$ cat config.mk
export PLATFORM = sky130hd
export DESIGN_NAME = hvt_front
export DESIGN_NICKNAME = d
export VERILOG_FILES = /design/src/sv/hvt_pkg.sv /design/src/sv/hvt_front.sv
export SDC_FILE = /design/constraint.sdc
export NUM_CORES = 1
export LEC_CHECK = 0
export ABC_AREA = 1
export BUFFER_PORTS_ARGS = -buffer_cell sky130_fd_sc_hd__buf_2
export CORE_MARGIN = 3
export CORE_UTILIZATION = 44
export CTS_BUF_LIST = sky130_fd_sc_hd__clkbuf_16
export DETAILED_ROUTE_END_ITERATION = 12
export PLACE_DENSITY = 0.83
export SYNTH_ARGS = -nofsm -noshare
export SYNTH_HDL_FRONTEND = slang
export SYNTH_SLANG_ARGS = --single-unit
export TNS_END_PERCENT = 10
$ cat constraint.sdc
create_clock -name clk -period 14.4 [get_ports clk]
set_clock_uncertainty 0.15 [all_clocks]
set_input_delay 2.88 -clock clk [delete_from_list [all_inputs] [get_ports clk]]
set_output_delay 2.88 -clock clk [all_outputs]
set_load 0.02 [all_outputs]
$ cat src/sv/hvt_pkg.sv
// Shared types, format constants and helpers for the homogeneous vertex transform.
// No dependencies; every other file of the block imports this package.
`default_nettype none

package hvt_pkg;

  // Number formats.
  localparam int COORD_W = 32;                  // signed coordinate, Q16.16
  localparam int COEF_W  = 16;                  // signed coefficient, Q8.8
  localparam int CFRAC   = COORD_W / 2;
  localparam int KFRAC   = COEF_W / 2;
  localparam int IW      = COORD_W - CFRAC;     // integer bits of a coordinate
  localparam int PROD_W  = COORD_W + COEF_W;
  localparam int ACC_W   = COORD_W + COEF_W + 2;
  localparam int QW      = IW + CFRAC + 1;      // quotient bits incl. one rounding bit
  localparam int ROW_W   = 4 * COEF_W;
  localparam int COL_W   = 3 * COEF_W;

  // Configuration port.
  localparam int CFG_IDX_W  = 3;
  localparam int CFG_DATA_W = ROW_W;
  localparam logic [CFG_IDX_W-1:0] REG_FWD0 = 3'd0;
  localparam logic [CFG_IDX_W-1:0] REG_FWD1 = 3'd1;
  localparam logic [CFG_IDX_W-1:0] REG_FWD2 = 3'd2;
  localparam logic [CFG_IDX_W-1:0] REG_FWD3 = 3'd3;
  localparam logic [CFG_IDX_W-1:0] REG_INV0 = 3'd4;
  localparam logic [CFG_IDX_W-1:0] REG_INV1 = 3'd5;
  localparam logic [CFG_IDX_W-1:0] REG_INV2 = 3'd6;

  // Opcodes.
  localparam logic [1:0] OP_POINT  = 2'd0;
  localparam logic [1:0] OP_DIR    = 2'd1;
  localparam logic [1:0] OP_NORMAL = 2'd2;

  // Queue depth between front and back.
  localparam int QDEPTH = 4;
  localparam int QPTR_W = $clog2(QDEPTH);

  typedef logic signed [COORD_W-1:0] coord_t;
  typedef logic signed [COEF_W-1:0]  coef_t;

  // Decoded operation class; all zero for the unused opcode.
  typedef struct packed {
    logic pt;
    logic dir;
    logic nrm;
  } cls_t;

  typedef struct packed {
    cls_t   cls;
    coord_t x;
    coord_t y;
    coord_t z;
  } item_t;

  typedef struct packed {
    logic [ROW_W-1:0] fwd0;
    logic [ROW_W-1:0] fwd1;
    logic [ROW_W-1:0] fwd2;
    logic [ROW_W-1:0] fwd3;
    logic [COL_W-1:0] inv0;
    logic [COL_W-1:0] inv1;
    logic [COL_W-1:0] inv2;
  } mat_t;

  typedef struct packed {
    coord_t v;
    logic   sat;
  } clamp_t;

  // Clamp a sign and magnitude to the coordinate range.
  function automatic clamp_t clamp_mag(logic neg, logic [ACC_W-1:0] mag);
    clamp_t r;
    logic [ACC_W-1:0] lim;
    lim = {{(ACC_W-COORD_W+1){1'b0}}, {(COORD_W-1){1'b1}}};
    r.sat = 1'b0;
    if (neg) begin
      if (mag > lim + ACC_W'(1)) begin
        r.v   = {1'b1, {(COORD_W-1){1'b0}}};
        r.sat = 1'b1;
      end else begin
        r.v = ~mag[COORD_W-1:0] + 1'b1;
      end
    end else begin
      if (mag > lim) begin
        r.v   = {1'b0, {(COORD_W-1){1'b1}}};
        r.sat = 1'b1;
      end else begin
        r.v = mag[COORD_W-1:0];
      end
    end
    return r;
  endfunction

endpackage

`default_nettype wire

$ cat src/sv/hvt_front.sv
// Front end of the vertex transform: accepts input words and decodes the opcode.
// Depends on hvt_pkg for the opcode codes and the queued word type.
`default_nettype none

module hvt_front (
  input  wire logic            clk,
  input  wire logic            rst_n,
  input  wire logic            in_valid,
  output      logic            in_ready,
  input  wire logic [1:0]      in_opcode,
  input  wire hvt_pkg::coord_t in_x,
  input  wire hvt_pkg::coord_t in_y,
  input  wire hvt_pkg::coord_t in_z,
  output      logic            q_valid,
  input  wire logic            q_ready,
  output      hvt_pkg::item_t  q_item
);
  import hvt_pkg::*;

  logic  v_r;
  item_t item_r;
  cls_t  cls;

  // The stage takes a new word whenever it is empty or its word moves on.
  assign in_ready = !v_r || q_ready;
  assign q_valid  = v_r;
  assign q_item   = item_r;

  // Opcode decode; the unused code leaves every class bit clear.
  always_comb begin
    cls = '0;
    case (in_opcode)
      OP_POINT:  cls.pt  = 1'b1;
      OP_DIR:    cls.dir = 1'b1;
      OP_NORMAL: cls.nrm = 1'b1;
      default:   cls = '0;
    endcase
  end

  always_ff @(posedge clk) begin
    if (!rst_n) begin
      v_r <= 1'b0;
    end else if (in_ready) begin
      v_r <= in_valid;
    end
  end

  always_ff @(posedge clk) begin
    if (in_valid && in_ready) begin
      item_r.cls <= cls;
      item_r.x   <= in_x;
      item_r.y   <= in_y;
      item_r.z   <= in_z;
    end
  end

endmodule

`default_nettype wire

# --- Word-level counts from Yosys, hierarchy flattened ---
# Index checks and enable logic that the tools add are counted.
totals:
  reg_bits: 100
  in_bits: 102
  out_inout_bits: 101
  elab_cells: 16
classes:
  eq_ne: 2
  n_mux: 3
  n_reduce_logical: 4
ops:
  columns: ["cell", "count"]
  rows:
  - ["$mux 1", 3]
  - ["$eq 2x1->1 const B", 1]
  - ["$eq 2x2->1 const B", 1]
  - ["$logic_not 2->1", 1]
  - ["$logic_and 1x1->1", 1]
  - ["$logic_not 1->1", 1]
  - ["$logic_or 1x1->1", 1]

# --- Longest topological paths before layout ---
logic_depth:
  depth_word: 3
  mapped_depth: 3
  depth_no_buf: 3

# --- Least setup slack after synthesis ---
# OpenSTA, ideal clock, no wires.
synth_path:
  path_type: "input port to flip-flop"
  start: "input port in_valid"
  end: "register item_r, in the netlist q_item[0] (enable)"
  setup_ns: 0.590
  arrival_ns: 7.717
  required_time_ns: 13.660
  setup_slack_ns: 5.943
  path_stages: 2
  cell_sequence: "inv_1 > a21oi_1"
synth_between:
  elab_chain_len: 1
synth_rtl:
  columns: ["element", "line_no", "rtl"]
  rows:
  - ["from (decl)", "hvt_front.sv:8", "input wire logic in_valid,"]
  - ["$logic_and 1x1->1", "hvt_front.sv:49", "if (in_valid && in_ready) begin"]
  - ["to (decl)", "hvt_front.sv:21", "item_t item_r;"]
# No other way between the ends.
# A chain may end at the register's enable or synchronous reset.

# --- Final worst setup path ---
layout_path:
  start: "input port q_ready"
  end: "output port in_ready"
layout_between:
  elab_chain_len: 1
layout_rtl:
  columns: ["element", "line_no", "rtl"]
  rows:
  - ["from (decl)", "hvt_front.sv:15", "input wire logic q_ready,"]
  - ["$logic_or 1x1->1", "hvt_front.sv:25", "assign in_ready = !v_r || q_ready;"]
  - ["to (decl)", "hvt_front.sv:9", "output logic in_ready,"]
# No other way between the ends.

==> metrics.cfg <==
[setup_path]
endpoint_kind = primary output
crit_buf_inv = 3
critPathKind = input pin to primary output
cp_slowest_cell = buf_2
slowest_delay_ns = 0.16
rr_endpoint = q_item[11]
cp.required_ns = 11.37
crit_path_cell_trace = buf_2 -> inv_2 -> nand2_2 -> buf_2
worst_ep_arrival_time_ns = 3.27
reg2reg_slack_ns = 11.82
cp_common_cell = buf_2
startpoint_type = input pin
reg2reg_depth = 2
r2r_start = q_valid
path_max_fanout = 2
path_delay_family = buffers and inverters

[yosys]
yosys.area.top_type = edfxtp_1
synth-simple-area-share_pct = 0.5757
synth_common_cells = edfxtp_1, inv_1, nor2_1
synthArstFlopShare_pct = 0
synthCells = 111
synthTopCellsByArea = edfxtp_1, dfxtp_1, inv_1
ys_warn_count = 0
synth_compound_area_share_pct = 0.4523
syn_avg_cell_area_um2 = 27.41
synth_xor_xnor_area_share_pct = 0
syn_nets = 213
synthMuxAreaShare_pct = 0
synth-main-ff-cell = edfxtp_1
ys_types = 8
yosysSeqAreaShare_pct = 98.36
synthAdderAreaFrac_pct = 0
synth_edf_count = 99
synth_seq_cells = 100
yosysMostFrequentCell = edfxtp_1
synth_area_um2 = 3043
synth_top_cell_area_share_pct = 97.70
synth_top_family_by_area = buffers and inverters

[hold_path]
min_path_cells = 2
holdPathEnd = q_valid
min_from = q_valid
min_path_type = flip-flop to flip-flop

[die]
core.rowCount = 29
start_util_pct = 46.59
core_um2 = 6531
io_pins = 203
fp.dieH_um = 89.16
dieWidth_um = 89.16
fp.dieArea_um2 = 7950

[placement]
dpl.hpwl_mm = 5.099
dp_cells = 391
gp_congestion = 0.7038
portBuffers = 202
dpl_cell_area_um2 = 4169

[sta]
hold_violations = 0
setup_viol = 0
drv_slew = 0
rsz0062_at_grt = no
worst_slew_pin_slew_ns = 1.187
timing.fmax_mhz = 158.7
period_share_pct = 43.75
period_minus_slack_ns = 6.301
setup_tns_ns = 0
slew_headroom_pct = 20.69

[clock_network]
cts_tree = built
root_buffer = clkbuf_16
cts_setup_buffers = 0
clk_latency_ns = 0.33
clkSlewWorstSetupHoldPaths_ns = 0.07
cts_buffer_depth = 2
clock_sinks = 100
post_cts_resized = 0
numCtsBuffers = 9
cts_htree_levels = 3
hold_buffers = 0

[detailed_routing]
drc_errors = 0
drt_pass1_iterations = 4
wire_per_inst_um = 16.13
avgViaCountPerCell = 4.451
drtIter0Drc = 112
antenna_left = 0
totalWireLength_mm = 6.583
via_count = 1816

[layout]
finish.utilization_pct = 68.29
design_area_um2 = 4461
area_growth_pct = 46.59
instances_no_fill = 408
drive_above_1_share_pct = 67.27
nets = 427
fill_cells = 471

[job]
drv_cap = 0

[power_and_ir_drop]
ir_drop_mv = 0.08183
p_per_area_nw_per_um2 = 140.4
power_uw = 626.1
p_leak_nw = 1.939

[global_routing]
antenna_found_initial = 1
grt_start_max_net_pins = 61
grt_pass1_vias = 1684
grt_pass1_wl_mm = 8.742
overflow = 0
grt_usage_pct = 15.68

[outcome]
outcome = finished clean

how the worst max path moves through the flow:
| stage | start | endpoint | slack, ns | depth (start not counted) |
|---|---|---|---|---|
| 2_1_floorplan | in_valid | q_item[0] | 5.94 | 2 |
| 3_3_place_gp | q_ready | in_ready | 8.10 | 4 |
| 3_5_place_dp | q_ready | in_ready | 8.09 | 4 |
| 4_1_cts | q_ready | in_ready | 8.09 | 4 |
| 5_1_grt | q_ready | in_ready | 8.07 | 4 |
| 6_report | q_ready | in_ready | 8.10 | 4 |
area by class of cell:
type	count	area (um2)	area share (%)
Clock inverter	7	63.81	1.431
Sequential cell	100	2993	67.10
Timing Repair Buffer	203	1018	22.83
Clock buffer	9	225.2	5.049
Antenna cell	1	2.502	0.05610
Inverter	5	18.77	0.4208
Multi-Input combinational cell	6	42.54	0.9537
Tap cell	77	96.34	2.160
state kept, by name, summed over array words and instances, names as in the netlist:
| name | cells |
|---|---|
| q_item | 99 |
| q_valid | 1 |
layout by cell type (no fill, tap or decap):
master / n
clkinv_1: 1
inv_8: 1
nor2_1: 3
nand2_2: 1
edfxtp_1: 99
dfxtp_1: 1
buf_2: 202
clkbuf_16: 9
inv_2: 1
diode_2: 1
a21oi_2: 1
inv_1: 4
buf_4: 1
clkinvlp_4: 2
a21oi_4: 1
clkinv_8: 1
clkinv_4: 2
cells by family after synthesis:
group,Yosys count
compound gates,2
buf+inv,5
flops,100
simple gates,4
where the power goes:
group / leakage, nW / switching [mW] / internal (mW) / total (mW)
sequential: 0.967 / 0.00382 / 0.340 / 0.344
combinational: 0.838 / 0.0384 / 0.0208 / 0.0592
clock: 0.134 / 0.103 / 0.120 / 0.223
routing by layer:
metal	GRT usage (%)	up-vias	wire length, um
li1	-	867	-
met1	16.44	813	2206
met2	26.66	124	3422
met3	8.479	10	852
met4	5.683	2	89
met5	0	-	13
worst min-delay path, delay by kind of cell (launching register included):
family / cells / cell delay, ns
DFF: 1 / 0.35
AOI/OAI and AO/OA: 1 / 0.04
and+or+nand+nor: 1 / 0.09
metrics by stage:
| stage | worst slack, ns | hold slack [ns] |
|---|---|---|
| after global routing | 8.066 | 0.4143 |
| after detailed placement | 8.093 | 0.3696 |
| after floorplan | 5.943 | 0.4935 |
| after CTS | 8.093 | 0.3813 |
| final | 8.099 | 0.3774 |
| after global placement | 8.102 | 0.3598 |
No activity file was read; power rests on OpenSTA's default activity.
