### config.mk
export PLATFORM = sky130hd
export DESIGN_NAME = hvt_fifo
export DESIGN_NICKNAME = d
export VERILOG_FILES = /design/src/sv/hvt_pkg.sv /design/src/sv/hvt_fifo.sv
export SDC_FILE = /design/constraint.sdc
export NUM_CORES = 1
export LEC_CHECK = 0
export BUFFER_PORTS_ARGS = -buffer_cell sky130_fd_sc_hd__clkbuf_2
export CORE_AREA = 2 2 160 162
export CTS_BUF_LIST = sky130_fd_sc_hd__clkbuf_16
export CTS_CLUSTER_SIZE = 20
export DETAILED_ROUTE_END_ITERATION = 16
export DIE_AREA = 0 0 162 164
export PLACE_DENSITY = 0.82
export RECOVER_POWER = 25
export SLEW_MARGIN = 5
export SYNTH_ARGS = -nofsm -noshare
export SYNTH_HDL_FRONTEND = slang
export SYNTH_SLANG_ARGS = --single-unit
### constraint.sdc
create_clock -name clk -period 8.66 [get_ports clk]
set_input_delay 1.732 -clock clk [delete_from_list [all_inputs] [get_ports clk]]
set_output_delay 1.732 -clock clk [all_outputs]
set_load 0.02 [all_outputs]
### src/sv/hvt_pkg.sv
// Shared types, format constants and helpers for the homogeneous vertex transform.
// No dependencies; every other file of the block imports this package.
`default_nettype none

package hvt_pkg;

  // Number formats.
  localparam int COORD_W = 32;                  // signed coordinate, Q16.16
  localparam int COEF_W  = 16;                  // signed coefficient, Q8.8
  localparam int CFRAC   = COORD_W / 2;
  localparam int KFRAC   = COEF_W / 2;
  localparam int IW      = COORD_W - CFRAC;     // integer bits of a coordinate
  localparam int PROD_W  = COORD_W + COEF_W;
  localparam int ACC_W   = COORD_W + COEF_W + 2;
  localparam int QW      = IW + CFRAC + 1;      // quotient bits incl. one rounding bit
  localparam int ROW_W   = 4 * COEF_W;
  localparam int COL_W   = 3 * COEF_W;

  // Configuration port.
  localparam int CFG_IDX_W  = 3;
  localparam int CFG_DATA_W = ROW_W;
  localparam logic [CFG_IDX_W-1:0] REG_FWD0 = 3'd0;
  localparam logic [CFG_IDX_W-1:0] REG_FWD1 = 3'd1;
  localparam logic [CFG_IDX_W-1:0] REG_FWD2 = 3'd2;
  localparam logic [CFG_IDX_W-1:0] REG_FWD3 = 3'd3;
  localparam logic [CFG_IDX_W-1:0] REG_INV0 = 3'd4;
  localparam logic [CFG_IDX_W-1:0] REG_INV1 = 3'd5;
  localparam logic [CFG_IDX_W-1:0] REG_INV2 = 3'd6;

  // Opcodes.
  localparam logic [1:0] OP_POINT  = 2'd0;
  localparam logic [1:0] OP_DIR    = 2'd1;
  localparam logic [1:0] OP_NORMAL = 2'd2;

  // Queue depth between front and back.
  localparam int QDEPTH = 4;
  localparam int QPTR_W = $clog2(QDEPTH);

  typedef logic signed [COORD_W-1:0] coord_t;
  typedef logic signed [COEF_W-1:0]  coef_t;

  // Decoded operation class; all zero for the unused opcode.
  typedef struct packed {
    logic pt;
    logic dir;
    logic nrm;
  } cls_t;

  typedef struct packed {
    cls_t   cls;
    coord_t x;
    coord_t y;
    coord_t z;
  } item_t;

  typedef struct packed {
    logic [ROW_W-1:0] fwd0;
    logic [ROW_W-1:0] fwd1;
    logic [ROW_W-1:0] fwd2;
    logic [ROW_W-1:0] fwd3;
    logic [COL_W-1:0] inv0;
    logic [COL_W-1:0] inv1;
    logic [COL_W-1:0] inv2;
  } mat_t;

  typedef struct packed {
    coord_t v;
    logic   sat;
  } clamp_t;

  // Clamp a sign and magnitude to the coordinate range.
  function automatic clamp_t clamp_mag(logic neg, logic [ACC_W-1:0] mag);
    clamp_t r;
    logic [ACC_W-1:0] lim;
    lim = {{(ACC_W-COORD_W+1){1'b0}}, {(COORD_W-1){1'b1}}};
    r.sat = 1'b0;
    if (neg) begin
      if (mag > lim + ACC_W'(1)) begin
        r.v   = {1'b1, {(COORD_W-1){1'b0}}};
        r.sat = 1'b1;
      end else begin
        r.v = ~mag[COORD_W-1:0] + 1'b1;
      end
    end else begin
      if (mag > lim) begin
        r.v   = {1'b0, {(COORD_W-1){1'b1}}};
        r.sat = 1'b1;
      end else begin
        r.v = mag[COORD_W-1:0];
      end
    end
    return r;
  endfunction

endpackage

`default_nettype wire

### src/sv/hvt_fifo.sv
// Short queue between the front end and the arithmetic back end.
// Depends on hvt_pkg for the queued word type and the depth.
`default_nettype none

module hvt_fifo (
  input  wire logic           clk,
  input  wire logic           rst_n,
  input  wire logic           wr_valid,
  output      logic           wr_ready,
  input  wire hvt_pkg::item_t wr_item,
  output      logic           rd_valid,
  input  wire logic           rd_ready,
  output      hvt_pkg::item_t rd_item
);
  import hvt_pkg::*;

  item_t             mem_r [QDEPTH];
  logic [QPTR_W-1:0] wp_r, rp_r;
  logic [QPTR_W:0]   cnt_r, cnt_nxt;
  logic              push, pop;

  assign wr_ready = (cnt_r != (QPTR_W+1)'(QDEPTH));
  assign rd_valid = (cnt_r != '0);
  assign rd_item  = mem_r[rp_r];
  assign push     = wr_valid && wr_ready;
  assign pop      = rd_valid && rd_ready;

  // Occupancy follows pushes and pops.
  always_comb begin
    cnt_nxt = cnt_r;
    if (push && !pop) cnt_nxt = cnt_r + 1'b1;
    if (pop && !push) cnt_nxt = cnt_r - 1'b1;
  end

  always_ff @(posedge clk) begin
    if (!rst_n) begin
      wp_r  <= '0;
      rp_r  <= '0;
      cnt_r <= '0;
    end else begin
      cnt_r <= cnt_nxt;
      if (push) wp_r <= wp_r + 1'b1;
      if (pop)  rp_r <= rp_r + 1'b1;
    end
  end

  always_ff @(posedge clk) begin
    if (push) mem_r[wp_r] <= wr_item;
  end

  // The queue never holds more words than it has entries.
  a_cnt_bound: assert property (@(posedge clk) disable iff (!rst_n)
    cnt_r <= (QPTR_W+1)'(QDEPTH))
    else $error("queue occupancy beyond depth");

endmodule

`default_nettype wire

=== Word level (Yosys, flattened, before mapping) ===
Memories as Yosys holds them, arrays and structs flattened. A register that Yosys moved wholly into a read port is not among the register bits.
Index checks and enable logic that the tools add are counted.

* Bits in registers: 7
* Latch bits: 0
* RAM bits: 396
* Bits in read-only memories: 0
* Input port bits: 103
* Output and inout port bits: 101
* Word-level logic and storage cells: 23
* Memories kept: 1

{| class="wikitable"
|+ Memories
! memory !! words !! bits a word !! rd ports !! clocked after memory_dff !! write ports !! RTL line !! RTL
|-
| mem_r || 4 || 99 || 1 || 1 || 1 || hvt_fifo.sv:17 || <nowiki>item_t mem_r [QDEPTH];</nowiki>
|}

* Add/sub/neg operators: 4
* $mul: 0
* Divide/modulo/power cells: 0
* $lt $le $gt $ge: 0
* Equal/unequal tests: 1
* Shifts and indexed selects: 0
* Multiplexer cells: 6
* Bitwise logic cells: 0
* Reduce and logical (&&, ||, !) cells: 8

{| class="wikitable"
|+ Operators with widths
! operator !! number
|-
| 2-to-1 mux 3 bit || 2
|-
| adder 2 x 1 -> 2 bit, second input constant || 2
|-
| logical AND 1 bit || 4
|-
| 2-to-1 mux 2 bit || 2
|-
| adder 3 x 1 -> 3 bit, second input constant || 1
|-
| != test 3 bit, second input constant || 1
|-
| nonzero test 3 bit || 1
|-
| subtractor 3 x 1 -> 3 bit, second input constant || 1
|-
| logical NOT 1 bit || 2
|-
| 2-to-1 mux 1 bit || 2
|-
| nonzero test 2 bit || 1
|}

=== Logic depth before layout (Yosys ltp) ===
* Depth in word-level cells: 6
* Mapped depth: 9
* Depth with buffers taken out: 9

=== Worst setup path before layout ===
No wires, ideal clock.

* Path type: input to register
* Start: input port wr_valid
* End: memory mem_r[0][0] in the netlist's numbering, enable pin
* Setup time: 0.469 ns
* Arrival: 4.457 ns
* Required time: 8.191 ns
* Slack: 3.734 ns
* Cell stages on the path: 2
* Cells stage by stage: a21boi_1 -> and2_1

* Cells in the longest elaborated chain, start to end: 3

{| class="wikitable"
|+ Ends and longest elaborated chain
! item !! RTL line !! RTL
|-
| start: declaration || hvt_fifo.sv:8 || <nowiki>input wire logic wr_valid,</nowiki>
|-
| logical AND 1 bit || hvt_fifo.sv:25 || <nowiki>assign push = wr_valid && wr_ready;</nowiki>
|-
| 2-to-1 mux 1 bit || hvt_fifo.sv:48 || <nowiki>if (push) mem_r[wp_r] <= wr_item;</nowiki>
|-
| 2-to-1 mux 1 bit (implied by the code) || hvt_fifo.sv:48 ||
|-
| end: declaration || hvt_fifo.sv:17 ||
|}

No other way between the ends.

==> metrics <==
crit end category=output port; average size of a mapped cell=~26 um2; post-synthesis sequential element count=405; Slew Viols, Final=0; Hold Slack=between 0.5 and 0.6 ns; gate count after technology mapping=roughly 570; number of antenna cells inserted=0; transition time at the pin with the least slew margin=between 0.9 and 1 ns; minimum setup slack among reg-to-reg paths=approximately 5.7 ns; worst min-delay path class=register to register; core area=between 0.02 and 0.025 mm2; nets in the synthesized netlist=678; endpoint of the lowest-slack register-to-register path=mem_r[1][30]; area growth from synthesis to final layout=17.2%; Overflow after GRT=0; most frequent cell after synthesis=sky130_fd_sc_hd__edfxtp_1; Total Nets Final=roughly 910; clock transition at the registers of the reported paths=~0.060 ns; number of buffers created by CTS=40; Horiz. Die Dim=roughly 160 um; clock latency at the later pin of the worst-skew pair=0.52 ns; Cell Count Post-Placement=1086; effective utilization at floorplan=~59%; share of the synthesized area in the top cell type=80.7%; number of antenna violations at the first check in global routing=2; vias post-DR=~6700; number of cells traversed by the worst register-to-register path=4; Max Clock Freq=roughly 230 MHz; count of final hold-check violations=0; critical path class=register to output port; Worst Hold Depth=2; PwrDens=311 mW/mm2; number of global-route vias before repair=~7000; portion of the post-synthesis area used by sequential elements=between 80 and 90%; count of standard-cell rows=58; leakage component of the power=~5.7 nW; first-pass GRT wire length=approximately 42 mm; critical path launch point type=register; largest net degree at the start of global routing=67; hold-fix buffer count after cts=0; number of distinct library cells after synthesis=24; count of warnings emitted by yosys=0; area of combinational cells with multiple inputs=0.00251 mm2; CTS Sinks=405; total DRC errors in the routed layout=0; number of placed I/O pins=between 200 and 250; final period utilization=between 50% and 60%; post-DP HPWL=about 16 mm; highest net fanout along the worst path=66; dominant synthesized flop cell=sky130_fd_sc_hd__edfxtp_1; top cell types by occurrence after synthesis=sky130_fd_sc_hd__edfxtp_1 (396), sky130_fd_sc_hd__mux4_2 (99), sky130_fd_sc_hd__buf_2 (10); CTS H-Tree Depth=2; post-CTS setup repair buffer count=0; required time of the critical path=between 6 and 7 ns; share of the synthesized area in compound gates (AO/OA/AOI/OAI)=0.289%; final setup violation count=0; TritonCTS clock tree=built; global placer's final weighted congestion=0.752; number of synthesized flops with an enable pin=about 400; hold_sp=wp_r[1]; Total Routed Length=27.7 mm; all-layer global routing usage=about a fifth; final standard cell count with taps included and fillers excluded=around 1200; DR WL/cell=around 24 um; summed negative setup slack over all endpoints=0 ns; fraction of registers with async set or reset after synthesis=0%; Max clock buf depth=3; number of buffer cells added on primary ports=slightly above 200; top cells by area in the synthesized netlist=sky130_fd_sc_hd__edfxtp_1 (81%), sky130_fd_sc_hd__mux4_2 (15%), sky130_fd_sc_hd__dfxtp_1 (1.2%); post-layout min period=around 4.4 ns; Die H=approximately 160 um; max_slew headroom=between 30% and 40%; outcome=finished clean; data arrival time of the worst path=2.68 ns; area enclosed by the die boundary=between 0.02 and 0.03 mm2; number of maximum-capacitance constraint violations=0; fraction of final layout cells with drive strength greater than 1=between 30% and 40%; Post-Synth Simple-Gate Area=less than 1%; Fill cells=about 1500; post-detailed-route count of antenna-violating nets=0; first-pass detailed-route iteration total=5; main combinational cell family by area after synthesis=multiplexers; cell area after technology mapping=roughly 0.015 mm2; area share of fa/ha/maj cells after synthesis=less than 1%; end point of the most critical hold path=wp_r[1]; Clock Skew=roughly 0.017 ns; share of cell area taken by muxes after synthesis=15.3%; setup repair after global routing missed its margin=false; First DRT Iteration DRCs=roughly 530; vias per inst=roughly 5.8; Post-Synth XOR/XNOR Area=less than 1%; source of the worst register-to-register timing path=cnt_r[1]; quantity of gates resized following cts=0; total area of sequential cells=approximately 0.012 mm2; Worst VDD drop=between 0.0002 and 0.00025 V; CTS Root Buffer Type=sky130_fd_sc_hd__clkbuf_16; biggest area consumer among synthesized cells=sky130_fd_sc_hd__edfxtp_1
-- cell usage in the layout (no fill, tap or decap), drive strengths merged --
cell	count
o311ai	1
o31a	1
nand2	6
bufinv	3
and2	7
or3	2
inv	17
xor2	1
xnor2	3
mux4	99
nor2b	2
clkbuf	244
ha	5
nor2	1
mux2i	2
buf	7
clkinvlp	1
fa	1
dfxtp	9
edfxtp	396
a21boi	2
clkinv	13
o21ai	2
-- flip-flops by register name, indices dropped and copies added, names as in the netlist, named ones only --
name	flops
mem_r	396
cnt_r	3
rp_r	2
wp_r	2
-- worst max path at each step --
stage	from	to	slack (ns)	cells after the start
floorplan	wr_valid	mem_r[0][0]	3.73	2
global placement	wr_valid	mem_r[1][54]	4.53	4
detailed placement	wr_valid	mem_r[0][27]	4.44	4
CTS	register	rd_item[45]	4.14	3
global route	register	rd_item[45]	4.02	3
finish	register	rd_item[69]	4.25	3
-- cell type report --
cell class / count / share of cell area, %
repair buffers: 210 / 5.76
flip-flops and latches: 405 / 70.0
clock inverters: 28 / 1.25
multi-input cells: 135 / 14.6
clock buffers: 41 / 5.94
inverters: 6 / 0.130
well taps: 330 / 2.39
-- power by group --
part | internal [W] | switching [W]
registers | 0.00237 | 0.0000816
logic | 0.000532 | 0.000761
clock network | 0.000947 | 0.000673
-- metal layers --
layer  track usage (%)  part of all wire [%]  wire, um  vias up
met1              29.4                    40     11000     3474
met5                 0                  0.10        28        -
met2              34.8                    50     13900      284
met4              4.51                   1.6       442        4
li1                  -                     -         -     2895
met3              5.73                   8.5      2360       37
-- cell families after synthesis --
kind of cell | after synthesis
flops | 405
mux | 101
buf+inv | 29
simple gates | 18
compound gates | 6
fa+ha+maj | 6
xor+xnor | 4
-- stage by stage --
step / total power [W] / setup WS, ns / instance area (um2) / utilization [%]
2_1_floorplan: 0.00340 / 3.73 / 14700 / -
3_3_place_gp: 0.00376 / 4.53 / 16100 / 64.9
3_5_place_dp: 0.00380 / 4.44 / 16100 / 64.9
4_1_cts: 0.00542 / 4.14 / 17300 / 69.9
5_1_grt: 0.00557 / 4.02 / 17300 / 69.6
6_report: 0.00536 / 4.25 / 17300 / 69.6
-- worst max-delay path, cell delays in order (launching register included) --
cell	delay, ns
sky130_fd_sc_hd__dfxtp_4	0.65
sky130_fd_sc_hd__buf_4	0.79
sky130_fd_sc_hd__mux4_2	0.45
sky130_fd_sc_hd__clkbuf_2	0.18
No activity file was read; power rests on OpenSTA's default activity.
