===== config.mk =====
export PLATFORM = sky130hd
export DESIGN_NAME = hvt_regs
export DESIGN_NICKNAME = d
export VERILOG_FILES = /design/src/sv/hvt_pkg.sv /design/src/sv/hvt_regs.sv
export SDC_FILE = /design/constraint.sdc
export NUM_CORES = 1
export LEC_CHECK = 0
export ABC_CLOCK_PERIOD_IN_PS = 1600
export BUFFER_PORTS_ARGS = -buffer_cell sky130_fd_sc_hd__buf_4
export CAP_MARGIN = 20
export CORE_ASPECT_RATIO = 1.1
export CORE_UTILIZATION = 40
export CTS_CLUSTER_SIZE = 12
export DETAILED_ROUTE_END_ITERATION = 8
export PLACE_DENSITY = 0.72
export SYNTH_ARGS = -nofsm -noshare
export SYNTH_HDL_FRONTEND = slang
export SYNTH_SLANG_ARGS = --single-unit

===== constraint.sdc =====
create_clock -name clk -period 1.6 [get_ports clk]
set_clock_uncertainty 0.2 [all_clocks]
set_input_delay 0.16 -clock clk [delete_from_list [all_inputs] [get_ports clk]]
set_output_delay 0.16 -clock clk [all_outputs]
set_load 0.05 [all_outputs]

===== src/sv/hvt_pkg.sv =====
// Shared types, format constants and helpers for the homogeneous vertex transform.
// No dependencies; every other file of the block imports this package.
`default_nettype none

package hvt_pkg;

  // Number formats.
  localparam int COORD_W = 32;                  // signed coordinate, Q16.16
  localparam int COEF_W  = 16;                  // signed coefficient, Q8.8
  localparam int CFRAC   = COORD_W / 2;
  localparam int KFRAC   = COEF_W / 2;
  localparam int IW      = COORD_W - CFRAC;     // integer bits of a coordinate
  localparam int PROD_W  = COORD_W + COEF_W;
  localparam int ACC_W   = COORD_W + COEF_W + 2;
  localparam int QW      = IW + CFRAC + 1;      // quotient bits incl. one rounding bit
  localparam int ROW_W   = 4 * COEF_W;
  localparam int COL_W   = 3 * COEF_W;

  // Configuration port.
  localparam int CFG_IDX_W  = 3;
  localparam int CFG_DATA_W = ROW_W;
  localparam logic [CFG_IDX_W-1:0] REG_FWD0 = 3'd0;
  localparam logic [CFG_IDX_W-1:0] REG_FWD1 = 3'd1;
  localparam logic [CFG_IDX_W-1:0] REG_FWD2 = 3'd2;
  localparam logic [CFG_IDX_W-1:0] REG_FWD3 = 3'd3;
  localparam logic [CFG_IDX_W-1:0] REG_INV0 = 3'd4;
  localparam logic [CFG_IDX_W-1:0] REG_INV1 = 3'd5;
  localparam logic [CFG_IDX_W-1:0] REG_INV2 = 3'd6;

  // Opcodes.
  localparam logic [1:0] OP_POINT  = 2'd0;
  localparam logic [1:0] OP_DIR    = 2'd1;
  localparam logic [1:0] OP_NORMAL = 2'd2;

  // Queue depth between front and back.
  localparam int QDEPTH = 4;
  localparam int QPTR_W = $clog2(QDEPTH);

  typedef logic signed [COORD_W-1:0] coord_t;
  typedef logic signed [COEF_W-1:0]  coef_t;

  // Decoded operation class; all zero for the unused opcode.
  typedef struct packed {
    logic pt;
    logic dir;
    logic nrm;
  } cls_t;

  typedef struct packed {
    cls_t   cls;
    coord_t x;
    coord_t y;
    coord_t z;
  } item_t;

  typedef struct packed {
    logic [ROW_W-1:0] fwd0;
    logic [ROW_W-1:0] fwd1;
    logic [ROW_W-1:0] fwd2;
    logic [ROW_W-1:0] fwd3;
    logic [COL_W-1:0] inv0;
    logic [COL_W-1:0] inv1;
    logic [COL_W-1:0] inv2;
  } mat_t;

  typedef struct packed {
    coord_t v;
    logic   sat;
  } clamp_t;

  // Clamp a sign and magnitude to the coordinate range.
  function automatic clamp_t clamp_mag(logic neg, logic [ACC_W-1:0] mag);
    clamp_t r;
    logic [ACC_W-1:0] lim;
    lim = {{(ACC_W-COORD_W+1){1'b0}}, {(COORD_W-1){1'b1}}};
    r.sat = 1'b0;
    if (neg) begin
      if (mag > lim + ACC_W'(1)) begin
        r.v   = {1'b1, {(COORD_W-1){1'b0}}};
        r.sat = 1'b1;
      end else begin
        r.v = ~mag[COORD_W-1:0] + 1'b1;
      end
    end else begin
      if (mag > lim) begin
        r.v   = {1'b0, {(COORD_W-1){1'b1}}};
        r.sat = 1'b1;
      end else begin
        r.v = mag[COORD_W-1:0];
      end
    end
    return r;
  endfunction

endpackage

`default_nettype wire


===== src/sv/hvt_regs.sv =====
// Matrix configuration registers of the vertex transform.
// Depends on hvt_pkg for the register indexes and the matrix struct.
`default_nettype none

module hvt_regs (
  input  wire logic                           clk,
  input  wire logic                           rst_n,
  input  wire logic                           cfg_valid,
  output      logic                           cfg_ready,
  input  wire logic [hvt_pkg::CFG_IDX_W-1:0]  cfg_index,
  input  wire logic [hvt_pkg::CFG_DATA_W-1:0] cfg_data,
  output      hvt_pkg::mat_t                  mat
);
  import hvt_pkg::*;

  localparam logic [ROW_W-1:0] ONE = ROW_W'(1) << KFRAC;

  mat_t mat_r;
  logic wr;

  // Writes are always taken; cfg_ready is tied high.
  assign cfg_ready = 1'b1;
  assign wr        = cfg_valid && cfg_ready;
  assign mat       = mat_r;

  // Register file, identity at reset; out-of-range indexes are ignored.
  always_ff @(posedge clk) begin
    if (!rst_n) begin
      mat_r.fwd0 <= ONE;
      mat_r.fwd1 <= ONE << COEF_W;
      mat_r.fwd2 <= ONE << (2 * COEF_W);
      mat_r.fwd3 <= ONE << (3 * COEF_W);
      mat_r.inv0 <= ONE[COL_W-1:0];
      mat_r.inv1 <= ONE[COL_W-1:0] << COEF_W;
      mat_r.inv2 <= ONE[COL_W-1:0] << (2 * COEF_W);
    end else if (wr) begin
      case (cfg_index)
        REG_FWD0: mat_r.fwd0 <= cfg_data;
        REG_FWD1: mat_r.fwd1 <= cfg_data;
        REG_FWD2: mat_r.fwd2 <= cfg_data;
        REG_FWD3: mat_r.fwd3 <= cfg_data;
        REG_INV0: mat_r.inv0 <= cfg_data[COL_W-1:0];
        REG_INV1: mat_r.inv1 <= cfg_data[COL_W-1:0];
        REG_INV2: mat_r.inv2 <= cfg_data[COL_W-1:0];
        default: ;
      endcase
    end
  end

endmodule

`default_nettype wire


# ---- After elaboration in Yosys (flattened, before gate mapping)
# Index checks and enable logic that the tools add are counted.
dict set report totals {
  register_bits 400
  input_bits 70
  out_inout_bits 401
  wordCells 21
}
dict set report op_classes {
  n_eq_ne 6
  n_reduce_logical 8
}
# cell count
set ops {}
lappend ops {{$reduce_and 2->1} 7}
lappend ops {{$eq 3x3->1 const B} 3}
lappend ops {{$eq 3x2->1 const B} 2}
lappend ops {{$eq 3x1->1 const B} 1}
lappend ops {{$logic_not 3->1} 1}

# ---- Longest topological paths before layout
# Gate-level depths: netlist (run 1).
dict set report logic_depth {
  word_depth 2
  mapped_depth 6
  depth_no_buf 2
}

# ---- Worst setup path before layout (run 1)
# OpenSTA, ideal clock, no wires.
dict set report synth_timing {
  path_type {in2reg}
  startpoint {input port cfg_index[2] (netlist name)}
  endpoint {register mat_r (netlist bit mat[325])}
  setup_time_ns 0.072
  t_arrival_ns 1.119
  required_time_ns 1.328
  setup_slack_ns 0.209
  stages 5
  n_path_buf 3
  cell_sequence {buf_2 -> and4bb_1 -> buf_2 -> buf_4 -> mux2i_1}
}
dict set report synth_between {
  elab_chain_len 2
}
# element line_no
set synth_lines {}
lappend synth_lines {{start, declared} hvt_regs.sv:10} ;# input wire logic [hvt_pkg::CFG_IDX_W-1:0] cfg_index,
lappend synth_lines {{$eq 3x1->1} hvt_regs.sv:37} ;# case (cfg_index)
lappend synth_lines {{$reduce_and 2->1 (no source line)} --}
lappend synth_lines {{end, declared} hvt_regs.sv:18} ;# mat_t mat_r;
# Every way passes these cells.
# A chain may end at the register's enable or synchronous reset.

==> results of run 1 <==
[what timing repair did]
item,4_1_cts,5_1_grt
hold buffers,64,1
buffers inserted,0,0
endpoints found under the hold margin,392,1
[cell families (layout without fill, tap and decap cells)]
logic type	Yosys count	in the layout
other	1	1
buffers and inverters	100	655
DFF	400	400
muxes	400	400
and+or+nand+nor	476	476
[metrics by stage]
stage / cells / utilization / instance area, um2
2_1_floorplan: 1377 / - / 14420
3_3_place_gp: 2282 / 0.5289 / 18680
3_5_place_dp: 2282 / 0.5289 / 18680
4_1_cts: 2412 / 0.5825 / 20570
5_1_grt: 2413 / 0.5828 / 20580
6_report: 2413 / 0.5828 / 20580
[cell usage in the layout, fill, tap and decap left out]
master,netlist,routed
clkbuf_1,37,10
nand2_1,457,457
and4bb_1,1,1
nor4b_2,0,1
buf_12,0,16
clkinvlp_4,0,1
nor2b_1,11,11
dlygate4sd3_1,0,65
conb_1,1,1
clkinv_4,0,1
inv_6,0,1
dfxtp_1,400,400
nand4bb_4,0,3
nand4b_1,3,3
clkbuf_16,0,43
buf_8,0,1
buf_4,16,507
clkbuf_8,0,7
mux2i_1,400,400
clkinv_2,0,3
[synth_stat cells]
library cell / number / area, um2
and4bb_1: 1 / 12.51
buf_1: 8 / 30.03
buf_2: 31 / 155.2
buf_4: 16 / 120.1
buf_6: 8 / 90.09
clkbuf_1: 37 / 138.9
conb_1: 1 / 3.750
dfxtp_1: 400 / 8008
mux2i_1: 400 / 4004
nand2_1: 457 / 1715
nand4b_1: 3 / 26.28
nand4bb_1: 3 / 33.78
nor2b_1: 11 / 68.82
nor4b_1: 1 / 8.760
[metal layers]
layer | vias to the layer above | routed length, um | track usage | part of all wire
met5 | - | 0 | 0 | 0
met4 | 0 | 2387 | 0.1238 | 0.054
met3 | 140 | 3093 | 0.06190 | 0.070
met2 | 435 | 20890 | 0.3901 | 0.47
met1 | 5560 | 17610 | 0.2716 | 0.40
li1 | 5597 | - | - | -
[worst max-delay path, cell delays in order]
cell and delay [ns]:
dlygate4sd3_1 0.59, buf_8 0.16, buf_12 0.25, nand2_1 0.28
mux2i_1 0.31
[report_power, final]
part	internal [mW]	switching [mW]	total (mW)
registers	10.2	0.123	10.3
clock network	5.21	3.83	9.05
logic	0.826	1.59	2.41
[cell type report]
cell class / count / area [um2] / share of cell area
tap: 481 / 601.8 / 0.02924
sequential: 400 / 8008 / 0.3891
timing repair buffer: 589 / 4792 / 0.2329
clock inverter: 6 / 40.04 / 0.001946
clock buffer: 60 / 1210 / 0.05879
multi-input combinational: 877 / 5928 / 0.2881
[path summary, 6_finish.rpt]
| path | start | end | slack (ns) |
|---|---|---|---|
| setup / recovery | rst_n | mat[230] | 0.05 |
| hold / removal | cfg_index[0] | mat[161] | 0.06 |
| setup reg to reg | mat[230] | mat[230] | 0.64 |
| hold reg to reg | mat[69] | mat[69] | 0.26 |
==> run_results.csv, run 1 <==
group,metric,value,unit
pwr,finalPower,21.76,mW
cts,clk_pin_slew_worst_paths,0.06,ns
logic_synthesis,yosys_warnings,0,
grt,grt_pass1_wl,67300,um
cts,clock_latency,0.52,ns
setup_path,path_class,"in2reg",
setup_path,rr_worst_depth,2,
logic_synthesis,syn_avg_cell_area,10.47,um2
logic_synthesis,synth_nets,1447,
cells_and_area,drive_above_1_share,0.3023,
place,hpwl,29900,um
run_status,run_status,"complete, no violations",
detailed_routing,wl,43990,um
pwr,p_per_area,1058,nW/um2
timing,rsz0062_at_grt,"no",
timing,period_share,0.9711,
setup_path,cp-end-kind,"flip-flop",
setup_path,crit_fanout,58,
logic_synthesis,synth_xor_area_frac,0,
floorplanning,start_util,0.4082,
detailed_routing,first_iter_violations,495,
job,cap_violations,0,
logic_synthesis,ys_seq_area_frac,0.5555,
grt,grt_max_degree,66,
grt,grt_overflow,0,
timing,setup_ws,0.04619,ns
detailed_routing,drc,0,
floorplanning,die-area,36800,um2
logic_synthesis,synth_top_family_by_area,"multiplexers",
floorplanning,rows,72,
cts,htreeDepth,2,
hold_path,hold_path_class,"in2reg",
cts,cts-buffers-inserted,42,
pwr,peakVddDrop,0.7328,mV
logic_synthesis,synth_cell_types,14,
cells_and_area,num_antenna_cells,0,
hold_path,min_path_cells,4,
detailed_routing,vias,11730,
logic_synthesis,synthAdderAreaFrac,0,
timing,tns,0,ns
detailed_routing,routed_via_density,4.862,
place,pre_cts_slack,-0.07132,ns
place,io_buffers,469,
cells_and_area,fill_cells,2977,
floorplanning,die_y,201.1,um
pwr,p_leak,10.66,nW
cts,cts_sinks,400,
timing,fmax,643.6,MHz
cells_and_area,syn_to_final_growth,42.77,%
cts,cts_resized,0,
floorplanning,coreArea,35310,um2
logic_synthesis,synthMuxAreaShare,0.2778,
cts,root_buffer,"clkbuf_16",
cts,clk_path_buf_depth,3,
timing,whs,0.05877,ns
timing,hold_viol_final,0,
timing,min_period,1.554,ns
logic_synthesis,synth_compound_area_frac,0,
timing,drv_slew,0,
setup_path,critical_path_required,1.82,ns
detailed_routing,wl_per_cell,18.23,um
cells_and_area,largest_register_ffs,400,
floorplanning,die_w,183,um
floorplanning,ios,471,
grt,grt_util_all_layers,0.2333,
timing,setup_viol,0,
setup_path,worstPathArrival,1.78,ns
logic_synthesis,netlist_area,14420,um2
place,place_congestion,0.8116,
cells_and_area,final_nets,1980,
logic_synthesis,synthSimpleGateAreaFrac,0.1294,
grt,grt_pass1_vias,11860,
detailed_routing,drtPass1Iterations,5,
detailed_routing,postRouteAntennaNets,0,
logic_synthesis,synthCells,1377,
logic_synthesis,synth_seq_cells,400,
cts,cts_tree,"built",
setup_path,cp-start-kind,"input pin",
grt,antenna_found_initial,0,
Power figures use the tool's default switching activity.
==> run 2, diff against run 1 <==
Settings changed: CORE_ASPECT_RATIO 1.1 to 0.75.
==> run_results.csv, run 2 (synthesis gave the netlist of run 1 again) <==
group,metric,value,unit
place,io_buffers,469,
timing,fmax,646.0,MHz
floorplanning,coreArea,35060,um2
grt,grt_pass1_wl,69100,um
pwr,p_per_area,1062,nW/um2
cells_and_area,drive_above_1_share,0.2995,
cells_and_area,final_nets,1970,
detailed_routing,wl_per_cell,19.00,um
detailed_routing,drtPass1Iterations,5,
place,place_area,18630,um2
cells_and_area,fill_cells,2972,
cts,cts_sinks,400,
pwr,p_sw,5.537,mW
hold_path,hold_path_class,"in2reg",
cells_and_area,final_common_cell,"buf_4",
place,hpwl,31200,um
grt,grt_max_degree,46,
floorplanning,start_util,0.4111,
floorplanning,rows,59,
run_status,run_status,"complete, no violations",
cts,clk_pin_slew_worst_paths,0.06,ns
pwr,p_int,16.24,mW
job,cap_violations,0,
floorplanning,die_w,221.2,um
timing,rsz0062_at_grt,"no",
timing,min_period,1.548,ns
setup_path,crit_path_cell_trace,"dlygate4sd3_1, buf_8, buf_12, nand2_1, mux2i_1",
pwr,power_frac_seq,0.473,
pwr,peakVddDrop,0.6443,mV
detailed_routing,first_iter_violations,495,
grt,grt_pass1_vias,12000,
cells_and_area,layout_common_cells,"buf_4 (499), nand2_1 (457), mux2i_1 (400), dfxtp_1 (400), dlygate4sd3_1 (62)",
cts,root_buffer,"clkbuf_16",
setup_path,cp-end-kind,"flip-flop",
timing,period_share,0.9674,
timing,slew_headroom,0.6383,
timing,worst_pin_slew,0.5426,ns
pwr,p_leak,10.63,nW
cells_and_area,fin_area,20500,um2
detailed_routing,postRouteAntennaNets,0,
detailed_routing,drc,0,
grt,grt_util_all_layers,0.2385,
floorplanning,ios,471,
cells_and_area,largest_register_ffs,400,
cells_and_area,multi_input_area,5928,um2
pwr,switching_share,0.2543,
place,place_congestion,0.8167,
detailed_routing,vias,11800,
setup_path,slowest_stage,"dlygate4sd3_1",
timing,drv_slew,0,
cells_and_area,syn_to_final_growth,42.18,%
cts,htreeDepth,2,
cts,cts-buffers-inserted,41,
grt,antenna_found_initial,2,
floorplanning,die_y,166.4,um
pwr,pwr-share-comb,0.111,
setup_path,worstPathArrival,1.80,ns
cts,clk_path_buf_depth,3,
setup_path,cp-start-kind,"input pin",
setup_path,path_class,"in2reg",
pwr,clockPowerShare,0.416,
grt,grt_overflow,0,
detailed_routing,routed_via_density,4.961,
timing,hold_viol_final,0,
setup_path,crit_fanout,41,
floorplanning,die-area,36810,um2
timing,setup_viol,0,
cts,clock_latency,0.53,ns
setup_path,critical_path_required,1.85,ns
cells_and_area,regArea,8008,um2
timing,whs,0.01491,ns
setup_path,slowest_delay,0.58,ns
cts,cts_tree,"built",
detailed_routing,wl,45200,um
[run 2: cell types whose count changed in the layout (fill, tap and decap cells not counted), sizes merged]
cell | before | now
clkinv | 4 | 1
diode | 0 | 2
buf | 524 | 518
clkinvlp | 1 | 0
dlygate4sd3 | 65 | 62
clkbuf | 60 | 61
[run 2: path summary, 6_finish.rpt]
path	start	to	slack, ns	cells past startpoint
worst min register to register	mat[357]	mat[357]	0.25	2
worst min-delay path	cfg_data[11]	mat[11]	0.01	3
worst max-delay path	rst_n	mat[108]	0.05	5
worst max register to register	mat[73]	mat[73]	0.69	2
[run 2: final cells by class]
type                            instances  share of cell area
Sequential cell                       400              0.3907
Multi-Input combinational cell        877              0.2892
Timing Repair Buffer                  580              0.2314
Clock buffer                           61             0.05970
Tap cell                              457             0.02790
Clock inverter                          2           0.0008546
Antenna cell                            2           0.0002442
[run 2: stage by stage]
stage	worst slack [ns]	utilization	setup TNS (ns)	total power [mW]	cells
after floorplan	0.2091	-	0	11.95	1377
after global placement	0.06813	0.5313	0	12.77	2252
after detailed placement	-0.05508	0.5313	-0.4075	12.81	2252
after CTS	0.05195	0.5844	0	21.98	2377
after global routing	0.02185	0.5845	0	22.53	2379
final	0.05213	0.5845	0	21.78	2379
[run 2: timing repair]
action / 4_1_cts / 5_1_grt
resized for setup: 0 / 0
buffers inserted: 0 / 0
hold endpoints to repair: 385 / 0
hold buffers: 62 / 0
[run 2: worst max-delay path: cells and delay by family]
family        cells  cell delay, ns
mux               1            0.25
simple gates      1            0.33
buf+inv           3            1.01
[run 2: power by group through the flow]
stage,clock [mW],combinational [mW],sequential (mW)
2_1_floorplan,0,0.678,11.3
3_3_place_gp,0,2.26,10.5
3_5_place_dp,0,2.29,10.5
4_1_cts,9.26,2.42,10.3
5_1_grt,9.68,2.53,10.3
6_report,9.05,2.42,10.3
[run 2: per-layer routing]
metal,global-route usage,vias to the layer above,part of all wire
li1,-,5579,-
met1,0.2880,5672,0.42
met2,0.3891,436,0.46
met3,0.07201,115,0.078
met4,0.1125,0,0.043
met5,0,-,0
==> run 3, diff against run 2 <==
Settings changed: CELL_PAD_IN_SITES_DETAIL_PLACEMENT set to 0, CELL_PAD_IN_SITES_GLOBAL_PLACEMENT set to 1, CORE_UTILIZATION 40 to 38, PLACE_DENSITY 0.72 to 0.86.
==> run_results.csv, run 3 (synthesis gave the netlist of run 1 again) <==
group,metric,value,unit
cells_and_area,num_antenna_cells,0,
cells_and_area,final_nets,1974,
timing,min_period,1.528,ns
cts,cts-buffers-inserted,41,
grt,antenna_found_initial,0,
detailed_routing,postRouteAntennaNets,0,
job,cap_violations,0,
timing,period_share,0.9553,
detailed_routing,drtPass1Iterations,5,
grt,grt_pass1_vias,11630,
cells_and_area,fill_cells,3236,
place,hpwl,31550,um
setup_path,cp-end-kind,"flip-flop",
setup_path,path_class,"in2reg",
cts,cts_resized,0,
run_status,run_status,"complete, no violations",
detailed_routing,first_iter_violations,489,
grt,grt_pass1_wl,67600,um
floorplanning,start_util,0.3870,
pwr,peakVddDrop,0.7731,mV
timing,setup_viol,0,
timing,drv_slew,0,
floorplanning,die-area,38730,um2
cts,post_cts_buffers,0,
pwr,p_leak,10.66,nW
cts,clk_path_buf_depth,3,
timing,tns,0,ns
cells_and_area,syn_to_final_growth,43.14,%
grt,grt_util_all_layers,0.2261,
place,place_congestion,0.8010,
setup_path,critical_path_required,1.85,ns
detailed_routing,wl,45540,um
floorplanning,die_w,226.9,um
setup_path,worstPathArrival,1.78,ns
grt,grt_max_degree,49,
cts,root_buffer,"clkbuf_16",
detailed_routing,vias,11660,
floorplanning,rows,61,
pwr,finalPower,21.92,mW
cts,cts_tree,"built",
timing,fmax,654.3,MHz
hold_path,hold_path_class,"in2reg",
timing,rsz0062_at_grt,"no",
cts,clock_latency,0.52,ns
cts,htreeDepth,2,
cts,clk_pin_slew_worst_paths,0.06,ns
floorplanning,coreArea,37250,um2
detailed_routing,routed_via_density,4.807,
cells_and_area,final_common_cell,"buf_4",
pwr,p_per_area,1062,nW/um2
cells_and_area,layout_common_cells,"buf_4 (498), nand2_1 (457), mux2i_1 (400), dfxtp_1 (400), dlygate4sd3_1 (64)",
grt,grt_overflow,0,
detailed_routing,wl_per_cell,18.78,um
cells_and_area,largest_register_ffs,400,
timing,hold_viol_final,0,
place,io_buffers,469,
cts,cts_sinks,400,
floorplanning,die_y,170.7,um
detailed_routing,drc,0,
setup_path,crit_fanout,35,
cells_and_area,drive_above_1_share,0.2998,
setup_path,cp-start-kind,"input pin",
floorplanning,ios,471,
[run 3: cell count changes in the layout (fill, tap and decap cells not counted), sizes merged]
| cell | delta |
|---|---|
| clkbuf | -5 |
| buf | +2 |
| bufinv | +2 |
| diode | -2 |
| dlygate4sd3 | +2 |
[run 3: per-layer routing]
metal  routed length, um  vias to the layer above  GRT usage
li1                    -                     5592          -
met1               19100                     5639     0.2700
met2               21560                      352     0.3841
met3                3575                       73    0.07058
met4                1305                        0    0.07462
met5                   0                        -          0
[run 3: cell type report]
cell class | instances | area (um2) | area share
sequential | 400 | 8008 | 0.3881
multi-input combinational | 877 | 5928 | 0.2873
timing repair buffer | 584 | 4815 | 0.2333
clock buffer | 56 | 1175 | 0.05694
tap | 504 | 630.6 | 0.03056
clock inverter | 4 | 77.57 | 0.003760
[run 3: through the flow]
stage | std cells | setup slack [ns] | hold WS [ns] | util | cell area (um2)
finish | 2425 | 0.07155 | 0.01749 | 0.5540 | 20630
global route | 2425 | 0.01274 | 0.02436 | 0.5540 | 20630
CTS | 2425 | 0.06943 | 0.003631 | 0.5540 | 20630
detailed placement | 2301 | 0.005790 | 0.2375 | 0.5032 | 18740
global placement | 2301 | 0.08797 | 0.2282 | 0.5032 | 18740
floorplan | 1377 | 0.2091 | 0.1205 | - | 14420
[run 3: worst max-delay path, cell delays in order]
cell and delay [ns]:
dlygate4sd3_1 0.58, buf_8 0.23, buf_12 0.23, nand2_1 0.30, mux2i_1 0.23
[run 3: timing repair]
item | in CTS | in global routing
endpoints found under the hold margin | 391 | 0
endpoints found under the setup margin | 0 | 0
hold buffers | 64 | 0
[run 3: where the power goes]
| part | switching [mW] | total [mW] | internal (mW) |
|---|---|---|---|
| clock network | 3.78 | 9.18 | 5.39 |
| registers | 0.123 | 10.3 | 10.2 |
| logic | 1.60 | 2.43 | 0.831 |
| total | 5.51 | 21.9 | 16.4 |
[run 3: final timing paths]
path                              startpoint  endpoint  slack [ns]  cells past startpoint
worst max-delay path                   rst_n   mat[60]        0.07                      5
worst min-delay path            cfg_data[12]  mat[108]        0.02                      3
worst max register to register      mat[217]  mat[217]        0.74                      2
worst min register to register      mat[366]  mat[366]        0.25                      2
